<file path="src/rtl/ic8_pkg.sv">
package ic8_pkg;

    // Default widths of the coefficient input and of the fraction part.
    localparam int COEF_BITS_DEF = 12;
    localparam int FRAC_BITS_DEF = 12;

    // Integer bits kept above the input range for butterfly growth.
    localparam int GUARD_BITS = 7;

    // Rotation constants, Q14: round(2^14 * sqrt(2) * cos/sin) and cos(pi/4).
    localparam logic signed [15:0] K_C7  = 16'sd4520;
    localparam logic signed [15:0] K_S7  = 16'sd22725;
    localparam logic signed [15:0] K_C3  = 16'sd19266;
    localparam logic signed [15:0] K_S3  = 16'sd12873;
    localparam logic signed [15:0] K_C38 = 16'sd8867;
    localparam logic signed [15:0] K_S38 = 16'sd21407;
    localparam logic signed [15:0] K_R2  = 16'sd11585;

    // Saturation bounds of an output sample.
    localparam int SAMPLE_MAX     = 255;
    localparam int SAMPLE_MIN_MAG = 256;

    // Number of items in one block.
    localparam int BLOCK_ITEMS = 64;

    // Status of the block queue as seen by the loader and the engine.
    typedef struct packed {
        logic not_empty;
        logic full;
        logic head_bank;
    } t_q_status;

    typedef enum logic [2:0] {
        BK_IDLE,
        BK_READ,
        BK_CALC,
        BK_WRITE,
        BK_EMIT
    } t_back_state;

endpackage

</file>
<file path="src/rtl/ic8_queue.sv">
module ic8_queue (
    input  logic                i_clk,
    input  logic                i_rst_n,
    input  logic                i_push,
    input  logic                i_push_bank,
    input  logic                i_pop,
    output ic8_pkg::t_q_status  o_status
);

    logic       r_slot [2];
    logic       r_wp;
    logic       r_rp;
    logic [1:0] r_cnt;
    logic       n_wp;
    logic       n_rp;
    logic [1:0] n_cnt;

    always_comb begin
        n_wp  = r_wp;
        n_rp  = r_rp;
        n_cnt = r_cnt;
        if (i_push) begin
            n_wp = ~r_wp;
        end
        if (i_pop) begin
            n_rp = ~r_rp;
        end
        if (i_push && !i_pop) begin
            n_cnt = r_cnt + 2'd1;
        end else if (!i_push && i_pop) begin
            n_cnt = r_cnt - 2'd1;
        end
    end

    always_ff @(posedge i_clk) begin
        if (!i_rst_n) begin
            r_wp  <= 1'b0;
            r_rp  <= 1'b0;
            r_cnt <= 2'd0;
        end else begin
            r_wp  <= n_wp;
            r_rp  <= n_rp;
            r_cnt <= n_cnt;
        end
        if (i_push) begin
            r_slot[r_wp] <= i_push_bank;
        end
    end

    assign o_status.not_empty = (r_cnt != 2'd0);
    assign o_status.full      = (r_cnt == 2'd2);
    assign o_status.head_bank = r_slot[r_rp];

endmodule

</file>
<file path="config.mk">
export PLATFORM = sky130hd
export DESIGN_NAME = ic8_queue
export DESIGN_NICKNAME = d
export VERILOG_FILES = /design/src/rtl/ic8_pkg.sv /design/src/rtl/ic8_queue.sv
export SDC_FILE = /design/constraint.sdc
export NUM_CORES = 1
export LEC_CHECK = 0
export ABC_AREA = 1
export BUFFER_PORTS_ARGS = -buffer_cell sky130_fd_sc_hd__buf_2
export CAP_MARGIN = 20
export CORE_AREA = 2 2 39 41
export CTS_CLUSTER_SIZE = 30
export DETAILED_ROUTE_END_ITERATION = 7
export DIE_AREA = 0 0 41 43
export MAX_ROUTING_LAYER = met4
export PLACE_DENSITY_LB_ADDON = 0.1
export SLEW_MARGIN = 25
export SYNTH_ARGS = -nofsm -noshare
export SYNTH_HDL_FRONTEND = slang
export SYNTH_SLANG_ARGS = --single-unit
</file>
<file path="constraint.sdc">
create_clock -name i_clk -period 1.7 [get_ports i_clk]
set_input_delay 0.085 -clock i_clk [delete_from_list [all_inputs] [get_ports i_clk]]
set_output_delay 0.085 -clock i_clk [all_outputs]
set_load 0.02 [all_outputs]
</file>
==> impl_results.md <==
* VDD IR max at 0.3298 mV
* Maxcap violations at 0
* TritonRoute pass-1 iters at 4
* Reg2Reg Setup Slack at 0.88 ns
* Die ar. at 1763 sq um
* CTS clock-pin slew for the worst setup and hold paths at roughly 0.05 ns
* CTS tree: yes
* Period utilization at between 60% and 70%
* Drt total wl at 548 um
* ANT cells at 0
* Worst-Margin Slew at 0.1399 ns
* GR Overflow Total at 0
* Routability cong. at 0.6549
* Hold depth at 1
* Num rows at 14
* Layout fillers at 153
* Multi-input gate area at roughly 110 sq um
* Die Span Y at 43 um
* Power Dens Cells at 1083 nW/um^2
* Nature of the critical path startpoint: register
* Mapped Cells at 38
* Slew Viols, Final at 0
* Mean Syn Cell Area at around 8 sq um
* Clk pwr share at 36.6%
* Die W at 41 um
* Final setup vio count at 0
* ANT nets after route at 0
* CTS root buffer: clkbuf_4
* Max FO, Critical Path at 1
* Post-route minimum period at roughly 1.1 ns
* Min-delay src: i_push_bank
* Iteration-0 DRC Markers at 9
* Largest net degree at the start of global routing at 5
* Later-pin clock latency in the skew report at between 0.2 and 0.3 ns
* Leakage power at 0.2034 nW
* DR vias at 263
* Vias in the first global route at around 270
* Routed wire length per instance at 8.431 um
* First-pass GRT wire length at 903 um
* Tot GR Track Use at about 8.6%
* Num CTS Buffers at 3
* Sw Ratio at 27.11%
* Crit path capture type: output pin
* Register area share after synthesis at 53.11%
* CP Data Required Time at 1.62 ns
* Reg2reg path depth at 6
* Reg power frac at 46.7%
* Hold buffer count at cts at 0
* Layout area overhead at 26.97%
* WHS Endpoint: r_slot[0]$_DFFE_PP_
* Reg-to-Reg Start: r_cnt[0]$_SDFFE_PN0P_
* Status: complete, no violations
* Util after Layout at 27.67%
* Logic pwr share at around 17%
* P_int at ~0.00030 W
* Final Hold Fails at 0
* Mapped cell area at 301.5 sq um
* Core Box Area at 1384 sq um
* Initial antenna violation count at 0
* Final Power at 0.0004145 W
* DP Worst Slack at 0.7749 ns
* Port bufs at 7
* Share of layout cells above drive strength 1 at a little over a quarter
* Synthesized flop and latch total at 7
* DP HPWL at roughly 440 um
* Hold WC Path Type: primary input to register
* Most frequent cells in the layout: nor2_1, nand2_1, inv_1, buf_2, dfxtp_1
* Psw at 0.0001124 W
* Worst Path Arrival at 1.04 ns
* Max_slew headroom at 90.57%
* RSZ-0062 raised after global routing: no
* Reg2reg end: r_cnt[1]$_SDFFE_PN0P_
* DRC at 0
* Setup TNS Final at 0 ns
* H-tree depth at 1
* Resize count post-CTS at 0
* Clock sink total at 7
* Initial Utilization at 21.79%
* Clock skew at between 0.0003 and 0.0004 ns
* Clock tree buffer depth at 2
* Syn_nets at 44
* Yosys cell types at 13
* Via density at a little over 4
* Register area at around 160 sq um
* IO Pins at 8
* Setup Fix Bufs, Post-CTS at 0
* Setup CP Type: register to output pin
* Final net count at 56
* Setup slack after layout at 0.5729 ns
* F_max at 0.8872 GHz
* YS warnings at 0
## worst max path at each step
stage                                  endpoint  slack (ns)  depth (start not counted)
after global routing                o_status[0]        0.54                          2
final                               o_status[0]        0.57                          2
after CTS                           o_status[0]        0.56                          2
after detailed placement  r_cnt[1]$_SDFFE_PN0P_        0.77                          8
after global placement    r_cnt[1]$_SDFFE_PN0P_        0.79                          8
after floorplan                     o_status[0]        0.95                          1
## per-layer routing
layer | GRT usage, % | wire length (um) | vias to the layer above
li1 | - | - | 136
met1 | 7.166 | 214 | 115
met2 | 12.19 | 279 | 10
met3 | 5.236 | 50 | 2
met4 | 8.000 | 5 | 0
met5 | - | 0 | -
## stage by stage
step | instances | instance area [sq um] | hold slack (ns)
floorplan | 38 | 301.5 | 0.1839
global placement | 61 | 356.6 | 0.2773
detailed placement | 61 | 356.6 | 0.2871
CTS | 65 | 382.9 | 0.02131
global route | 65 | 382.9 | 0.02060
finish | 65 | 382.9 | 0.02734
## worst max-delay path, cell delays in order (launching register included)
cell	delay, ns
dfxtp_1	0.32
mux2_2	0.32
buf_2	0.16
## area by class of cell
cell class                 instances  share of cell area [%]
clock buffer                       4                   6.863
inverter                           8                   7.843
multi-input combinational         23                   29.09
sequential                         7                   41.83
tap                               16                   5.229
timing repair buffer               7                   9.150
## cells by family after synthesis
kind of cell             share of synthesized area [%]
AO/OA/AOI/OAI                                    3.316
adder cells (fa/ha/maj)                          4.149
buffers and inverters                            9.959
flip-flops                                       53.11
multiplexers                                     3.734
AND/OR/NAND/NOR                                  25.73
## synthesized netlist by cell type
library cell / count / area [sq um]
nand3_1: 1 / 5.000
nand2_2: 1 / 6.260
o21ai_0: 1 / 5.000
nor2_1: 8 / 30.03
ha_1: 1 / 12.51
dfxtp_1: 5 / 100.1
a21oi_1: 1 / 5.000
nand4_1: 1 / 6.260
mux2_2: 1 / 11.26
inv_1: 7 / 26.28
edfxtp_1: 2 / 60.06
nand2_1: 8 / 30.03
inv_2: 1 / 3.750
## power groups by stage
stage	Sequential, W	Combinational, W	Clock (W)
3_5_place_dp	0.000197	0.0000695	0
2_1_floorplan	0.000195	0.0000484	0
5_1_grt	0.000194	0.0000798	0.000165
4_1_cts	0.000194	0.0000702	0.000159
6_report	0.000194	0.0000690	0.000152
3_3_place_gp	0.000197	0.0000675	0
Power figures use the tool's default switching activity.
