===== src/rtl/ic8_ram.sv =====
module ic8_ram #(
    parameter int WIDTH = 12,
    parameter int DEPTH = 64
) (
    input  logic                     i_clk,
    input  logic                     i_wr_en,
    input  logic [$clog2(DEPTH)-1:0] i_wr_addr,
    input  logic [WIDTH-1:0]         i_wr_data,
    input  logic [$clog2(DEPTH)-1:0] i_rd_addr,
    output logic [WIDTH-1:0]         o_rd_data
);

    logic [WIDTH-1:0] r_mem [DEPTH];
    logic [WIDTH-1:0] r_rd_data;

    always_ff @(posedge i_clk) begin
        if (i_wr_en) begin
            r_mem[i_wr_addr] <= i_wr_data;
        end
        r_rd_data <= r_mem[i_rd_addr];
    end

    assign o_rd_data = r_rd_data;

endmodule


===== config.mk =====
export PLATFORM = sky130hd
export DESIGN_NAME = ic8_ram
export DESIGN_NICKNAME = d
export VERILOG_FILES = /design/src/rtl/ic8_ram.sv
export SDC_FILE = /design/constraint.sdc
export NUM_CORES = 1
export LEC_CHECK = 0
export ABC_AREA = 1
export ABC_CLOCK_PERIOD_IN_PS = 3090
export BUFFER_PORTS_ARGS = -buffer_cell sky130_fd_sc_hd__buf_2
export CAP_MARGIN = 25
export CORE_MARGIN = 2
export CORE_UTILIZATION = 58
export CTS_CLUSTER_SIZE = 28
export DETAILED_ROUTE_END_ITERATION = 8
export PLACE_DENSITY_LB_ADDON = 0.12
export SYNTH_ARGS = -nofsm -noshare
export SYNTH_HDL_FRONTEND = slang
export SYNTH_SLANG_ARGS = --single-unit

===== constraint.sdc =====
create_clock -name i_clk -period 3.09 [get_ports i_clk]
set_clock_uncertainty 0.15 [all_clocks]
set_input_delay 0 -clock i_clk [delete_from_list [all_inputs] [get_ports i_clk]]
set_output_delay 0 -clock i_clk [all_outputs]
set_load 0.02 [all_outputs]

==> results of run 1 <==
-- routing by layer --
layer | routed length (um) | vias to the layer above | track usage (%)
met5 | 13 | - | 0
met3 | 7180 | 126 | 4.54
met4 | 1920 | 2 | 8.71
li1 | - | 9510 | -
met2 | 38400 | 1006 | 46.2
met1 | 34200 | 10300 | 42.8
-- worst max-delay path by stage --
stage,slack [ns],start,end
4_1_cts,0.79,i_rd_addr[4],o_rd_data[1]$_DFF_P_
3_3_place_gp,0.55,i_rd_addr[2],o_rd_data[7]$_DFF_P_
2_1_floorplan,0.78,i_wr_en,r_mem[48][0]$_DFFE_PP_
5_1_grt,0.60,i_rd_addr[4],o_rd_data[1]$_DFF_P_
6_report,0.66,i_rd_addr[4],o_rd_data[1]$_DFF_P_
3_5_place_dp,0.60,i_rd_addr[2],o_rd_data[7]$_DFF_P_
-- worst max-delay path, cell delays in order --
cell and delay [ns]:
dlygate4sd3_1 0.54, buf_2 0.58, inv_1 0.67, nand3_1 0.27, nand3_1 0.09, dlygate4sd3_1 0.58
nand2_1 0.06
-- state kept, by name (all words and copies together), names as in the netlist --
register   count
o_rd_data     12
r_mem        768
-- logic make-up after synthesis --
group	Yosys count
DFF	780
buffers and inverters	181
and+or+nand+nor	1700
-- cell usage after synthesis (all sizes together) --
master	count	area, um2
inv	12	50.1
nand4	9	56.3
nand2	972	3650
nand3	655	3280
nor2	56	210
nor4	8	50.1
clkbuf	27	101
buf	142	978
edfxtp	768	23100
dfxtp	12	240
-- cell type report --
type	count	area share [%]
Sequential cell	780	65.6
Clock inverter	37	1.21
Multi-Input combinational cell	1700	20.5
Tap cell	696	2.45
Inverter	12	0.180
Timing Repair Buffer	167	3.91
Clock buffer	105	6.16
-- metrics by stage --
step / hold WS, ns / utilization, %
final: 0.0382 / 65.9
after global routing: 0.0486 / 65.9
after CTS: 0.00373 / 65.9
after detailed placement: 0.276 / 60.7
after global placement: 0.279 / 60.7
after floorplan: -0.0511 / -
-- where the power goes --
group	switching [mW]	leakage (nW)	internal, mW
sequential	0.0330	7.01	11.7
combinational	1.06	4.67	0.359
clock	3.91	1.28	5.73
-- what timing repair did --
item,CTS,global route
hold buffers,19,0
endpoints found under the hold margin,439,0
gates resized for setup,0,0
==> results.yml, run 1 <==
clock_tree:
  clkSinkCount: 780
  cts_tree: "yes"
  h-tree-depth: 3
  clkLatencyLatePin_ns: 0.62
  post_cts_buffers: 0
  cts_made_buffers: 78
  root_buffer: "clkbuf_16"
  clock_tree.buffer_depth: 3
  path_clk_slew_ns: 0.06
placed_design:
  gp_congestion: 0.846
  numPortBuffers: 37
  place_inst: 3336
  dpl.hpwl_um: 46300
  placed_area_um2: 32700
  place_ws_ns: 0.599
routing:
  drt_wl_total_um: 81700
  final_antenna_net_count: 0
  first_pass_iters: 8
  drc: 0
  vias: 20900
  first_iter_violations: 2673
  drt-vias-per-instance: 5.98
  wl_per_cell_um: 23.4
global_routing:
  grt_pass1_wl_um: 124000
  grt-ovfl-total: 0
  grt_pass1_vias: 20100
  grt_max_degree: 205
  track_usage_pct: 29.3
  grt_antenna_before_repair: 3
pwr:
  p_total_mw: 22.8
  peakVddDrop_mv: 0.461
  p_per_area_nw_per_um2: 642
  cellLeakagePower_nw: 13.0
finish:
  drive_above_1_share_pct: 9.85
  final_cell_mix: "972 x nand2_1, 768 x edfxtp_1, 655 x nand3_1"
  seq_area_um2: 23300
  diodes: 0
  design_area_um2: 35500
  multi_input_area_um2: 7290
  area_delta_synth_final_pct: 12.2
  num-nets-final: 2765
  fillCellCount: 3947
  layout_commonest_cell: "nand2_1"
  stdcell_count: 3497
setup_path:
  r2r_end: "o_rd_data[1]$_DFF_P_"
  cp-start-kind: "input pin"
  rrSetupSlack_ns: 1.09
  worstRegToRegCells: 9
  end_kind: "flop"
  crit_path_max_fanout: 25
  r2r-start: "r_mem[59][1]$_DFFE_PP_"
  crit_arrival_ns: 2.83
  path_class: "input pin to flop"
  required_ns: 3.49
worst_hold_path:
  worstHoldStart: "i_wr_data[5]"
  min_path_cells: 1
  min_path_type: "input pin to flop"
  holdPathEnd: "r_mem[22][5]$_DFFE_PP_"
floorplanning:
  fp.dieArea_um2: 56500
  core_um2: 53900
  start_util_pct: 58.7
  die_w_um: 238
  fp.dieH_um: 238
  io_pins: 38
  rows: 85
synthesis:
  synth-seq-cells: 780
  synth.mux.area_fraction_pct: 0
  syn_avg_cell_area_um2: 11.9
  syn_area_um2: 31700
  synth_cell_types: 16
  syn_nets: 2687
  ys_seq_area_share_pct: 73.6
  synth_compound_area_share_pct: 0
  synthCells: 2661
  synthSimpleGateAreaFrac_pct: 22.9
  yosys.area_share.adder_pct: 0
  synth_xor_area_share_pct: 0
  yosysWarnings: 0
  synth_top_family_by_area: "simple AND/OR/NAND/NOR gates"
sta:
  hold_violations: 0
  layout_setup_ws_ns: 0.664
  rsz0062_at_grt: "false"
  max_slew_margin_pct: 25.5
  min_period_ns: 2.43
  worst_pin_slew_ns: 1.12
  fmax_mhz: 412
  drv_slew: 0
  setup_viol: 0
  tns_ns: 0
  timing.final.crit_share_pct: 78.5
outcome:
  status: "completed"
flow_run:
  maxCapViolCount: 0
Power figures use the tool's default switching activity.
==> run 2, diff against run 1 <==
ABC_CLOCK_PERIOD_IN_PS = 2300   (was 3090)
clock period = 2.3 ns   (was 3.09 ns; I/O delays follow)
==> run 2 against run 1 <==
  * Sequential power is 35% higher
  * Worst hold slack better by 0.028 ns
  * Core utilization is 0.35 points higher
  * Setup slack worse by 0.28 ns
  * First-iteration DRC count is 3.4% lower
  * Flip-flop and latch count stayed put
  * Largest power group unchanged
  * Total power is 30% higher
  * Clock power is 23% higher
  * Final cell count is 0.97% higher
==> results.yml, run 2 (synthesis results as in run 1) <==
sta:
  fmax_mhz: 522
  setup_viol: 0
  max_slew_margin_pct: 41.6
  hold_violations: 0
  timing.final.crit_share_pct: 83.3
  drv_slew: 0
  min_period_ns: 1.92
  tns_ns: 0
  worst_pin_slew_ns: 0.876
  rsz0062_at_grt: "false"
  layout_setup_ws_ns: 0.383
pwr:
  peakVddDrop_mv: 0.567
  p_per_area_nw_per_um2: 829
  cellLeakagePower_nw: 13.1
  p_total_mw: 29.6
setup_path:
  required_ns: 2.64
  cpMaxStageDelayCell: "dlygate4sd3_1"
  crit_arrival_ns: 2.26
  worstRegToRegCells: 9
  crit_chain: "nand2_1 -> nand3_1 -> nand3_1 -> nand2_1 -> nand2_1 -> nand3_1 -> nand3_1 -> dlygate4sd3_1 -> nand2_1"
  rrSetupSlack_ns: 0.38
  r2r_end: "o_rd_data[0]$_DFF_P_"
  cpPeakStageDelay_ns: 0.55
  path_class: "flop to flop"
  cp-start-kind: "flop"
  end_kind: "flop"
  crit_path_max_fanout: 1
  r2r-start: "r_mem[39][0]$_DFFE_PP_"
clock_tree:
  clkLatencyLatePin_ns: 0.61
  clkSinkCount: 780
  path_clk_slew_ns: 0.06
  h-tree-depth: 3
  cts_tree: "yes"
  root_buffer: "clkbuf_16"
  clock_tree.buffer_depth: 3
  cts_made_buffers: 78
placed_design:
  numPortBuffers: 37
  place_inst: 3368
  gp_congestion: 0.861
  place_ws_ns: 0.215
  dpl.hpwl_um: 47300
global_routing:
  grt_pass1_wl_um: 124000
  track_usage_pct: 29.4
  grt_antenna_before_repair: 2
  grt_max_degree: 100
  grt_pass1_vias: 20200
  grt-ovfl-total: 0
floorplanning:
  fp.dieArea_um2: 56500
  core_um2: 53900
  rows: 85
  start_util_pct: 58.7
  io_pins: 38
  die_w_um: 238
  fp.dieH_um: 238
routing:
  wl_per_cell_um: 23.1
  vias: 21000
  drt_wl_total_um: 81400
  drt-vias-per-instance: 5.96
  drc: 0
  first_pass_iters: 6
  final_antenna_net_count: 0
  first_iter_violations: 2581
finish:
  largest-register: "r_mem"
  final_cell_mix: "972 x nand2_1, 768 x edfxtp_1, 655 x nand3_1"
  area_delta_synth_final_pct: 12.8
  drive_above_1_share_pct: 10.3
  largest_reg_flops: 768
  fin_util_pct: 66.3
  layout_commonest_cell: "nand2_1"
  stdcell_count: 3531
  num-nets-final: 2801
worst_hold_path:
  holdPathEnd: "o_rd_data[11]$_DFF_P_"
  min_path_type: "input pin to flop"
  min_path_cells: 8
  worstHoldStart: "i_rd_addr[1]"
outcome:
  status: "completed"
flow_run:
  maxCapViolCount: 0
-- run 2: cell count changes in the layout (fill, tap and decap cells not counted), sizes merged --
cell | before | now
clkinvlp | 4 | 0
inv | 12 | 10
bufinv | 9 | 1
clkinv | 24 | 32
clkbuf | 105 | 108
buf | 148 | 180
dlygate4sd3 | 19 | 23
diode | 0 | 1
-- run 2: final cells by class --
class / count / area, um2
antenna: 1 / 2.50
clock buffer: 108 / 2200
clock inverter: 31 / 163
fill: 4004 / 18200
inverter: 12 / 63.8
multi-input combinational: 1700 / 7290
sequential: 780 / 23300
tap: 696 / 871
timing repair buffer: 203 / 1830
-- run 2: stage by stage --
| stage | hold slack (ns) | cell area [um2] |
|---|---|---|
| finish | 0.0657 | 35700 |
| global route | 0.0818 | 35700 |
| CTS | 0.0332 | 35700 |
| detailed placement | 0.268 | 33100 |
| global placement | 0.261 | 33100 |
| floorplan | -0.0511 | 31700 |
-- run 2: what timing repair did --
| action | 4_1_cts | 5_1_grt |
|---|---|---|
| setup buffers | 0 | 0 |
| gates resized for setup | 0 | 0 |
| hold buffers | 23 | 0 |
| hold endpoints to repair | 640 | 0 |
-- run 2: worst max path at each step --
stage	from	depth (start not counted)	slack (ns)	to
6_report	r_mem[39][0]$_DFFE_PP_	9	0.38	o_rd_data[0]$_DFF_P_
5_1_grt	r_mem[35][0]$_DFFE_PP_	9	0.26	o_rd_data[0]$_DFF_P_
4_1_cts	r_mem[39][0]$_DFFE_PP_	9	0.39	o_rd_data[0]$_DFF_P_
3_5_place_dp	i_rd_addr[0]	12	0.22	o_rd_data[9]$_DFF_P_
3_3_place_gp	i_rd_addr[0]	12	0.26	o_rd_data[9]$_DFF_P_
2_1_floorplan	i_wr_en	3	-0.01	r_mem[48][0]$_DFFE_PP_
-- run 2: worst max-delay path: cells and delay by family (launching register included) --
| family | cells | cell delay (ns) |
|---|---|---|
| flip-flops | 1 | 0.37 |
| AND/OR/NAND/NOR | 8 | 0.74 |
| buffers and inverters | 1 | 0.55 |
-- run 2: power breakdown --
part           switching, mW  total, mW  internal [mW]
combinational           1.41       1.96          0.548
sequential            0.0567       15.8           15.7
clock                   5.12       11.9           6.76
-- run 2: layer usage --
| metal | share of wire (%) | GRT usage (%) | vias to the layer above |
|---|---|---|---|
| li1 | - | - | 9604 |
| met1 | 42 | 43.3 | 10300 |
| met2 | 47 | 45.2 | 1004 |
| met3 | 9.0 | 4.96 | 146 |
| met4 | 2.7 | 9.72 | 2 |
| met5 | 0.014 | 0 | - |
