<file path="src/rtl/ic8_pkg.sv">
package ic8_pkg;

    // Default widths of the coefficient input and of the fraction part.
    localparam int COEF_BITS_DEF = 12;
    localparam int FRAC_BITS_DEF = 12;

    // Integer bits kept above the input range for butterfly growth.
    localparam int GUARD_BITS = 7;

    // Rotation constants, Q14: round(2^14 * sqrt(2) * cos/sin) and cos(pi/4).
    localparam logic signed [15:0] K_C7  = 16'sd4520;
    localparam logic signed [15:0] K_S7  = 16'sd22725;
    localparam logic signed [15:0] K_C3  = 16'sd19266;
    localparam logic signed [15:0] K_S3  = 16'sd12873;
    localparam logic signed [15:0] K_C38 = 16'sd8867;
    localparam logic signed [15:0] K_S38 = 16'sd21407;
    localparam logic signed [15:0] K_R2  = 16'sd11585;

    // Saturation bounds of an output sample.
    localparam int SAMPLE_MAX     = 255;
    localparam int SAMPLE_MIN_MAG = 256;

    // Number of items in one block.
    localparam int BLOCK_ITEMS = 64;

    // Status of the block queue as seen by the loader and the engine.
    typedef struct packed {
        logic not_empty;
        logic full;
        logic head_bank;
    } t_q_status;

    typedef enum logic [2:0] {
        BK_IDLE,
        BK_READ,
        BK_CALC,
        BK_WRITE,
        BK_EMIT
    } t_back_state;

endpackage

</file>
<file path="src/rtl/ic8_front.sv">
module ic8_front #(
    parameter int COEF_BITS = ic8_pkg::COEF_BITS_DEF
) (
    input  logic                 i_clk,
    input  logic                 i_rst_n,
    input  logic                 i_valid,
    output logic                 o_ready,
    input  logic [COEF_BITS-1:0] i_coefficient,
    input  ic8_pkg::t_q_status   i_q,
    output logic                 o_wr_en,
    output logic [6:0]           o_wr_addr,
    output logic [COEF_BITS-1:0] o_wr_data,
    output logic                 o_push,
    output logic                 o_push_bank
);

    logic [5:0] r_cnt;
    logic       r_bank;
    logic [5:0] n_cnt;
    logic       n_bank;
    logic       accept;
    logic       last;

    // The loader may fill a bank only while the queue has room for its token.
    assign o_ready = !i_q.full;
    assign accept  = i_valid && o_ready;
    assign last    = (r_cnt == 6'(ic8_pkg::BLOCK_ITEMS - 1));

    always_comb begin
        n_cnt  = r_cnt;
        n_bank = r_bank;
        if (accept) begin
            n_cnt = r_cnt + 6'd1;
            if (last) begin
                n_bank = ~r_bank;
            end
        end
    end

    always_ff @(posedge i_clk) begin
        if (!i_rst_n) begin
            r_cnt  <= 6'd0;
            r_bank <= 1'b0;
        end else begin
            r_cnt  <= n_cnt;
            r_bank <= n_bank;
        end
    end

    assign o_wr_en     = accept;
    assign o_wr_addr   = {r_bank, r_cnt};
    assign o_wr_data   = i_coefficient;
    assign o_push      = accept && last;
    assign o_push_bank = r_bank;

endmodule

</file>
<file path="config.mk">
export PLATFORM = sky130hd
export DESIGN_NAME = ic8_front
export DESIGN_NICKNAME = d
export VERILOG_FILES = /design/src/rtl/ic8_pkg.sv /design/src/rtl/ic8_front.sv
export SDC_FILE = /design/constraint.sdc
export NUM_CORES = 1
export LEC_CHECK = 0
export BUFFER_PORTS_ARGS = -buffer_cell sky130_fd_sc_hd__buf_2
export CAP_MARGIN = 20
export CELL_PAD_IN_SITES_DETAIL_PLACEMENT = 0
export CELL_PAD_IN_SITES_GLOBAL_PLACEMENT = 1
export CORE_MARGIN = 4
export CORE_UTILIZATION = 21
export CTS_CLUSTER_SIZE = 30
export DETAILED_ROUTE_END_ITERATION = 12
export PLACE_DENSITY_LB_ADDON = 0.05
export REMOVE_ABC_BUFFERS = 1
export SLEW_MARGIN = 10
export SYNTH_ARGS = -nofsm -noshare
export SYNTH_HDL_FRONTEND = slang
export SYNTH_SLANG_ARGS = --single-unit
</file>
<file path="constraint.sdc">
create_clock -name i_clk -period 1.2 [get_ports i_clk]
set_clock_uncertainty 0.1 [all_clocks]
set_input_delay 0 -clock i_clk [delete_from_list [all_inputs] [get_ports i_clk]]
set_output_delay 0 -clock i_clk [all_outputs]
set_load 0.05 [all_outputs]
</file>
==> out/results.ini, run 1 <==
[run_status]
status = finished, violations left
violations = negative setup slack

[timing]
max_slew_margin_pct = 65.4
finalHoldViolCount = 0
hold_slack_ps = 50.5
setup_ws_ps = -60.4
worst_pin_slew_ps = 517
rsz0062_at_grt = yes
setup_viol = 2
fin_crit_ps = 1260
fmax_mhz = 793
period_share_pct = 105
report.final.slew_viol_count = 0

[clock_network]
cts_tree = built
cts_num_sinks = 7
cts_buffers = 3
cts_root_buffer = clkbuf_4
clock_latency_ps = 250
clockBufferDepth = 2
htreeDepth = 1
clkTransAtPathRegs_ps = 60

[synth]
syn_area_um2 = 457
syn_inst = 49
yosys_register_bits = 7
ys_warn_count = 0
syn_avg_cell_area_um2 = 9.32
synth-seq-area-share_pct = 30.7
synthDistinctLibCells = 20

[power]
power_density_nw_per_um2 = 954
vdd_drop_max_mv = 0.530
power_leakage_nw = 0.347

[global_route]
grt_pass1_wl_um = 2010
gr-usage-all-layers_pct = 9.67
grt.overflow.total = 0
grt_pass1_vias = 388
grt_max_degree = 11
antenna_found_initial = 0

[route]
drtPass1Iterations = 1
vias_per_cell = 3.89
drc = 0
via_count = 389
drt_iter0_drc = 0
avgRoutedWirePerCell_um = 13.0
wl_um = 1300
ant_nets = 0

[layout]
stdcell_count = 100
layout-drive-gt1-share_pct = 42.5
final_cell_mix = dlygate4sd3_1, buf_2, buf_4
syn_to_final_growth_pct = 51.0
multi_input_area_um2 = 223
antenna_cells = 0
nNetsFinal = 93
n_fill_cell = 218
layout.area.seq_um2 = 144

[setup_path]
arrival_ps = 1160
criticalPathCategory = register to output port
critPathMaxStageDelay_ps = 350
required_ps = 1100
critPathMaxFanout = 3
start_kind = register
crit_chain = ha_4 > nand3b_4 > nor3_4 > buf_6
end_kind = output port
cp_slowest_cell = dfxtp_2

[die]
core_area_um2 = 2020
die_x_um = 54.6
ios = 41
die_area_um2 = 2980
initial_core_util_pct = 22.6
std_cell_rows = 16
die_h_um = 54.6

[place]
dp_slack_ps = -66.5
io_buffers = 14
dp_cells = 82
hpwl_um = 882
place_congestion = 0.682

[min_path]
hold_class = primary input to register

[job]
drv_cap = 0

-- timing repair --
action | 4_1_cts | 5_1_grt
setup endpoints to repair | 4 | 5
setup buffers | 1 | 0
resized for setup | 7 | 1
hold endpoints to repair | 19 | 0
pin swaps | 4 | 0
hold buffers | 13 | 0
-- stage by stage --
stage                     instance area [µm²]  TNS [ps]  total power, mW  util (%)
final                                     689     -62.1            0.658      34.1
after global routing                      689      -253            0.686      34.1
after CTS                                 688     -89.1            0.669      34.0
after detailed placement                  497      -180            0.325      24.6
after global placement                    497      -119            0.324      24.6
after floorplan                           348     -3540            0.293         -
-- synth_stat cells --
master,n,share of area [%]
a21boi_1,1,1.6
nor2b_1,2,2.7
or3_1,1,1.4
nand4_1,1,1.4
buf_4,13,21
nand2_1,5,4.1
xnor2_1,1,1.9
xor2_1,1,1.9
and3_2,1,1.6
and2_1,2,2.7
and4_1,1,1.9
o21ai_0,1,1.1
dfxtp_1,7,31
inv_1,1,0.82
ha_1,1,2.7
nand2b_1,3,4.1
nor3_2,1,2.2
nand3b_4,1,4.4
buf_6,1,2.5
mux2i_1,4,8.8
-- critical path, delay by kind of cell (launching register included) --
family / cells / cell delay (ps)
fa+ha+maj: 1 / 140
buf+inv: 1 / 180
flops: 1 / 350
simple gates: 2 / 230
-- power breakdown --
group | switching [mW] | leakage [nW] | internal, mW
Clock | 0.0930 | 0.0150 | 0.127
Combinational | 0.137 | 0.274 | 0.0580
Sequential | 0.00426 | 0.0580 | 0.238
Total | 0.234 | 0.347 | 0.423
-- cell type report --
cell class,instances,area share [%]
clock buffer,4,3.81
inverter,1,0.544
multi-input combinational,27,32.3
sequential,7,20.9
tap,27,4.90
timing repair buffer,34,37.6
-- worst paths after layout --
path / from / to / slack [ps] / depth (start not counted)
worst max-delay path: r_cnt[1]$_SDFFE_PN0P_ / o_push / -60 / 4
worst min-delay path: i_valid / r_cnt[4]$_SDFFE_PN0P_ / 50 / 4
worst max register to register: r_cnt[1]$_SDFFE_PN0P_ / o_push_bank$_SDFFE_PN0P_ / 0 / 5
worst min register to register: o_push_bank$_SDFFE_PN0P_ / o_push_bank$_SDFFE_PN0P_ / 380 / 2
-- metal layers --
| metal | up-vias | share of wire, % | global-route usage (%) |
|---|---|---|---|
| li1 | 197 | - | - |
| met1 | 176 | 41 | 11.1 |
| met2 | 14 | 51 | 15.2 |
| met3 | 2 | 7.4 | 5.99 |
| met4 | 0 | 0.92 | 2.07 |
| met5 | - | 0 | 0 |
-- state kept, by name (all words and copies together) (netlist names) --
name and count:
o_push_bank 1, r_cnt 6
-- cells by family (layout without fill, tap and decap cells) --
group | after synthesis | in the layout | synth area share [%]
simple gates | 18 | 18 | 26.6
flops | 7 | 7 | 30.7
fa+ha+maj | 1 | 1 | 2.74
mux | 4 | 4 | 8.77
xor+xnor | 2 | 2 | 3.84
compound gates | 2 | 2 | 2.74
buf+inv | 15 | 39 | 24.7
Power figures use the tool's default switching activity.
==> inputs of run 2 (changes only) <==
==> constraint.sdc (replaced) <==
create_clock -name i_clk -period 1.2 [get_ports i_clk]
set_clock_uncertainty 0.1 [all_clocks]
set_input_delay 0.06 -clock i_clk [delete_from_list [all_inputs] [get_ports i_clk]]
set_output_delay 0.06 -clock i_clk [all_outputs]
set_load 0.05 [all_outputs]
==> run 2 against run 1 <==
The flow still finishes with violations (negative setup slack). Via count down 10%. Combinational power down 59%. Flip-flop and latch count unchanged. Design area fell by 18%. Sequential share of layout area up 5.1 points. Non-clock buffer count shrank 13. Sequential power about the same. Routed wire length decreased by 17%. Total power decreased by 18%. First-iteration DRC count is 3 higher. Critical path depth did not move. Clock power is essentially flat. Largest power group unchanged. Highest routed layer is now met3.
==> out/results.ini, run 2 (synthesized netlist as in run 1, its figures left out) <==
[timing]
max_slew_margin_pct = 80.6  ; +15 points
finalHoldViolCount = 0  ; unchanged
worst_pin_slew_ps = 290  ; -227 ps
period_share_pct = 110  ; +4.5 points
rsz0062_at_grt = yes
fin_crit_ps = 1310  ; +54.2 ps
fmax_mhz = 761  ; -4.1%
hold_slack_ps = 20.4  ; -30.1 ps
report.final.slew_viol_count = 0  ; unchanged
setup_ws_ps = -115  ; -54.2 ps
setup_viol = 3  ; +1

[route]
drc = 0  ; unchanged
wl_um = 1080  ; -17%
drtPass1Iterations = 2  ; +1
via_count = 349  ; -10%
avgRoutedWirePerCell_um = 12.4  ; -5.1%
vias_per_cell = 4.01  ; +3.1%
ant_nets = 0  ; unchanged
drt_iter0_drc = 3  ; +3

[die]
core_area_um2 = 2020  ; unchanged
ios = 41  ; unchanged
die_area_um2 = 2980  ; unchanged
die_h_um = 54.6  ; unchanged
initial_core_util_pct = 22.6  ; unchanged
die_x_um = 54.6  ; unchanged
std_cell_rows = 16  ; unchanged

[layout]
regMostFlops = r_cnt
syn_to_final_growth_pct = 23.6
nNetsFinal = 80  ; -14%
final_cell_mix = buf_2, buf_4, dfxtp_2
largest_reg_flops = 6  ; unchanged
stdcell_count = 87  ; -13%
antenna_cells = 0  ; unchanged
n_fill_cell = 230  ; +5.5%
layout-drive-gt1-share_pct = 56.7  ; +14 points
layout_commonest_cell = buf_2

[global_route]
grt_pass1_wl_um = 1740  ; -13%
grt.overflow.total = 0  ; unchanged
antenna_found_initial = 0  ; unchanged
grt_pass1_vias = 367  ; -5.4%
gr-usage-all-layers_pct = 8.81  ; -0.86 points
grt_max_degree = 11  ; unchanged

[power]
power_density_nw_per_um2 = 955  ; +0.15%
swShare_pct = 26.9  ; -8.7 points
power_leakage_nw = 0.293  ; -15%
switchingPower_mw = 0.145  ; -38%
p_total_mw = 0.539  ; -18%
p_comb_share_pct = 14.8  ; -15 points
p_clk_share_pct = 40.3  ; +6.8 points
p_int_mw = 0.394  ; -6.9%
pwr-share-seq_pct = 45.0  ; +8.2 points
vdd_drop_max_mv = 0.426  ; -20%

[job]
drv_cap = 0  ; unchanged

[setup_path]
criticalPathCategory = register to output port
critPathMaxStageDelay_ps = 350  ; about the same
crit_chain = ha_4 > nand3b_4 > nor3_4 > buf_6
required_ps = 1040  ; -60 ps
critPathTopFamily = flip-flops
cp_slowest_cell = dfxtp_2
path_buf_inv = 1  ; unchanged
end_kind = output port
critPathMaxFanout = 2  ; -1
start_kind = register
arrival_ps = 1150  ; about the same

[run_status]
violations = negative setup slack
status = finished, violations left

[clock_network]
cts_tree = built
clkTransAtPathRegs_ps = 50  ; about the same
htreeDepth = 1  ; unchanged
cts_num_sinks = 7  ; unchanged
clock_latency_ps = 250  ; about the same
clockBufferDepth = 2  ; unchanged
cts_root_buffer = clkbuf_4
cts_buffers = 3  ; unchanged

[min_path]
hold_class = primary input to output port

[place]
hpwl_um = 828  ; -6.2%
dp_cells = 82  ; unchanged
place_congestion = 0.695  ; +1.8%
io_buffers = 14  ; unchanged

run 2: cell types whose count changed in the layout (fill, tap and decap cells not counted), sizes merged:
cell / before / now
dlygate4sd3: 13 / 0
run 2: area by class of cell:
class / count / area, µm² / share of cell area (%)
timing repair buffer: 21 / 129 / 22.8
inverter: 1 / 3.75 / 0.665
tap: 27 / 33.8 / 5.99
sequential: 7 / 146 / 25.9
clock buffer: 4 / 26.3 / 4.66
multi-input combinational: 27 / 225 / 39.9
run 2: power by group through the flow:
| stage | clock network (mW) | logic (mW) | registers [mW] |
|---|---|---|---|
| 2_1_floorplan | 0 | 0.0304 | 0.262 |
| 3_3_place_gp | 0 | 0.0776 | 0.244 |
| 3_5_place_dp | 0 | 0.0788 | 0.245 |
| 4_1_cts | 0.223 | 0.0806 | 0.242 |
| 5_1_grt | 0.249 | 0.0875 | 0.243 |
| 6_report | 0.217 | 0.0796 | 0.242 |
run 2: layer usage:
| layer | GRT usage (%) | up-vias | wire length (µm) |
|---|---|---|---|
| met4 | 1.24 | 0 | 0 |
| met5 | 0 | - | 0 |
| met2 | 10.8 | 28 | 450 |
| li1 | - | 172 | - |
| met1 | 9.69 | 149 | 432 |
| met3 | 10.6 | 0 | 193 |
run 2: path summary, 6_finish.rpt:
check	startpoint	cells after the start	endpoint	slack [ps]
max	r_cnt[1]$_SDFFE_PN0P_	4	o_push	-110
min	i_coefficient[0]	0	o_wr_data[0]	20
max reg2reg	r_cnt[1]$_SDFFE_PN0P_	5	r_cnt[4]$_SDFFE_PN0P_	-90
min reg2reg	r_cnt[5]$_SDFFE_PN0P_	2	r_cnt[5]$_SDFFE_PN0P_	380
run 2: what timing repair did:
| item | in CTS | in global routing |
|---|---|---|
| endpoints found under the setup margin | 4 | 5 |
| resized for setup | 9 | 3 |
| hold endpoints to repair | 0 | 0 |
| hold buffers | 0 | 0 |
| buffers inserted | 1 | 1 |
| pin swaps | 5 | 1 |
run 2: through the flow:
stage | area (µm²) | utilization [%] | setup slack, ps | TNS (ps)
after floorplan | 348 | - | -1010 | -3840
after global placement | 497 | 24.6 | -91.1 | -284
after detailed placement | 497 | 24.6 | -107 | -311
after CTS | 552 | 27.3 | -141 | -151
after global routing | 564 | 27.9 | -183 | -492
final | 564 | 27.9 | -115 | -283
==> inputs of run 3 (changes only) <==
--- a/config.mk
+++ b/config.mk
@@ -5,12 +5,13 @@
 export SDC_FILE = /design/constraint.sdc
 export NUM_CORES = 1
 export LEC_CHECK = 0
+export ABC_AREA = 1
 export BUFFER_PORTS_ARGS = -buffer_cell sky130_fd_sc_hd__buf_2
 export CAP_MARGIN = 20
 export CELL_PAD_IN_SITES_DETAIL_PLACEMENT = 0
 export CELL_PAD_IN_SITES_GLOBAL_PLACEMENT = 1
 export CORE_MARGIN = 4
-export CORE_UTILIZATION = 21
+export CORE_UTILIZATION = 20
 export CTS_CLUSTER_SIZE = 30
 export DETAILED_ROUTE_END_ITERATION = 12
 export PLACE_DENSITY_LB_ADDON = 0.05
==> run 3 against run 2 <==
The flow still finishes with violations (negative setup slack). Core utilization down 1.3 points. Largest cell class unchanged. Sequential power hardly changed. Critical endpoint unchanged. Routed wire length rose by 4.5%. Maximum frequency rose by 0.12%. Via count increased by 19%. Clock power grew 2%. Register-to-register slack improved by 180 ps.
==> out/results.ini, run 3 <==
[global_route]
grt_pass1_vias = 407  ; +11%
gr-usage-all-layers_pct = 8.07  ; -0.74 points
grt.overflow.total = 0  ; unchanged
antenna_found_initial = 0  ; unchanged
grt_max_degree = 8  ; -3
grt_pass1_wl_um = 1880  ; +8.3%

[clock_network]
cts_tree = built
clkTransAtPathRegs_ps = 60  ; about the same
clockBufferDepth = 2  ; unchanged
cts_num_sinks = 7  ; unchanged
clock_latency_ps = 250  ; about the same
cts_root_buffer = clkbuf_4
cts_buffers = 3  ; unchanged
htreeDepth = 1  ; unchanged

[route]
drc = 0  ; unchanged
avgRoutedWirePerCell_um = 10.7  ; -13%
wl_um = 1120  ; +4.5%
ant_nets = 0  ; unchanged
drtPass1Iterations = 4  ; +2
via_count = 416  ; +19%
vias_per_cell = 3.96  ; -1.2%
drt_iter0_drc = 4  ; +1

[synth]
synthTopCellsByCount = buf_4, nand2_1, inv_1
synth_top_cell_by_area = dfxtp_1
synth.most_common_cell = buf_4
synthDistinctLibCells = 15  ; -25%
syn_area_um2 = 463  ; +1.4%
syn_inst = 65  ; +33%
synth_edf_count = 0  ; unchanged
synth-seq-area-share_pct = 30.3  ; -0.41 points
ys.flop_type = dfxtp_1
synth_area_leaders = dfxtp_1, buf_4, nand2_1
syn_avg_cell_area_um2 = 7.12  ; -24%
yosys_register_bits = 7  ; unchanged
ys_warn_count = 0  ; unchanged
synth_top_area_share_pct = 30.3  ; -0.41 points
synth-async-reset-ratio_pct = 0  ; unchanged

[power]
p_int_mw = 0.394  ; +0.10%
p_total_mw = 0.553  ; +2.5%
vdd_drop_max_mv = 0.281  ; -34%
power_leakage_nw = 0.296  ; +0.95%
swShare_pct = 28.6  ; +1.7 points
power_density_nw_per_um2 = 940  ; -1.6%
p_comb_share_pct = 15.7  ; +0.9 points
pwr-share-seq_pct = 44.1  ; -0.9 points
p_clk_share_pct = 40.2  ; about the same
switchingPower_mw = 0.158  ; +9.2%

[timing]
setup_ws_ps = -113  ; +1.52 ps
finalHoldViolCount = 0  ; unchanged
fin_crit_ps = 1310  ; -1.52 ps
worst_pin_slew_ps = 253  ; -36.7 ps
rsz0062_at_grt = yes
fmax_mhz = 762  ; +0.12%
setup_tns_ps = -113  ; +170 ps
period_share_pct = 109  ; -0.13 points
report.final.slew_viol_count = 0  ; unchanged
setup_viol = 1  ; -2
max_slew_margin_pct = 83.2  ; +2.6 points

[layout]
nNetsFinal = 97  ; +21%
layout-drive-gt1-share_pct = 46.8  ; -9.9 points
largest_reg_flops = 6  ; unchanged
final_cell_mix = buf_2, nand2_1, inv_1, nor2_1, buf_4
stdcell_count = 105  ; +21%
regMostFlops = r_cnt
utilization_pct = 26.6  ; -1.3 points
layout_commonest_cell = buf_2
syn_to_final_growth_pct = 27.0
n_fill_cell = 266  ; +16%
antenna_cells = 0  ; unchanged

[die]
die_x_um = 56.1  ; +2.7%
die_area_um2 = 3150  ; +5.5%
ios = 41  ; unchanged
core_area_um2 = 2210  ; +9.4%
std_cell_rows = 17  ; +1
die_h_um = 56.1  ; +2.7%
initial_core_util_pct = 20.9  ; -1.7 points

[setup_path]
cp_slowest_cell = dfxtp_2
critPathMaxFanout = 2  ; unchanged
reg2reg_to = r_cnt[5]$_SDFFE_PN0P_
arrival_ps = 1150  ; about the same
end_kind = output port
critPathMaxStageDelay_ps = 350  ; about the same
required_ps = 1040  ; about the same
start_kind = register
regToRegStartpoint = r_cnt[0]$_SDFFE_PN0P_
criticalPathCategory = register to output port
r2r_cells = 6  ; +1
crit_chain = ha_4 > inv_2 > nor2_4 > nand3_2 > inv_2 > buf_8
cp_common_cell = inv_2
r2r_slack_ps = 90  ; +180 ps

[min_path]
hold_class = primary input to output port
hp-start = i_coefficient[8]
hold-path-cell-count = 0  ; unchanged
whs_endpoint = o_wr_data[8]

[place]
place_congestion = 0.623  ; -10%
dp_slack_ps = -33.3  ; +74.0 ps
dp_cells = 100  ; +22%
io_buffers = 14  ; unchanged
hpwl_um = 864  ; +4.4%

[job]
drv_cap = 0  ; unchanged

[run_status]
violations = negative setup slack
status = finished, violations left

==> run 3: cell families after synthesis <==
family / share of synthesized area, %
adder cells (fa/ha/maj): 2.70
AO/OA/AOI/OAI: 5.40
AND/OR/NAND/NOR: 32.4
buffers and inverters: 29.2
flip-flops: 30.3
==> run 3: metal layers <==
layer  share of wire, %  wire [µm]  up-vias  GRT usage, %
li1                   -          -      207             -
met1                 41        462      179          9.09
met2                 43        478       28          9.52
met3                 15        174        2          6.73
met4               0.71          8        0          5.08
met5                  0          0        -          5.36
==> run 3: metrics by stage <==
step | hold slack [ps] | cell area (µm²)
floorplan | 20.0 | 365
global route | 20.3 | 588
detailed placement | 20.4 | 515
finish | 20.3 | 588
CTS | 20.4 | 583
global placement | 20.4 | 515
==> run 3: how the worst max path moves through the flow <==
stage / startpoint / end / slack, ps / cells after the start
finish: r_cnt[1]$_SDFFE_PN0P_ / o_push / -110 / 6
floorplan: r_cnt[1]$_SDFFE_PN0P_ / o_push / -500 / 5
CTS: r_cnt[1]$_SDFFE_PN0P_ / o_push / -140 / 6
global route: r_cnt[1]$_SDFFE_PN0P_ / o_push / -200 / 6
detailed placement: r_cnt[0]$_SDFFE_PN0P_ / o_push / -30 / 6
global placement: r_cnt[0]$_SDFFE_PN0P_ / o_push / -50 / 6
==> run 3: what timing repair did <==
item,4_1_cts,5_1_grt
hold buffers,1,0
endpoints found under the setup margin,1,2
resized for setup,11,1
hold endpoints to repair,2,0
setup buffers,0,0
pin swaps,2,0
cloned,0,0
==> run 3: power by group through the flow <==
stage               clock network (mW)  registers (mW)  logic [mW]
CTS                              0.235           0.244      0.0883
floorplan                            0           0.264      0.0353
global route                     0.246           0.244      0.0967
global placement                     0           0.246      0.0841
detailed placement                   0           0.245      0.0833
finish                           0.222           0.244      0.0869
==> run 3: final cells by class <==
class / count / area (µm²) / area share [%]
Inverter: 10 / 37.5 / 6.38
Multi-Input combinational cell: 35 / 210 / 35.7
Tap cell: 28 / 35.0 / 5.96
Sequential cell: 7 / 144 / 24.5
Timing Repair Buffer: 21 / 135 / 23.0
Clock buffer: 4 / 26.3 / 4.47
==> run 3: critical path: cells and delay by family (launching register included) <==
family / cells / cell delay, ps
adder cells (fa/ha/maj): 1 / 140
AND/OR/NAND/NOR: 2 / 160
buffers and inverters: 3 / 250
flip-flops: 1 / 350
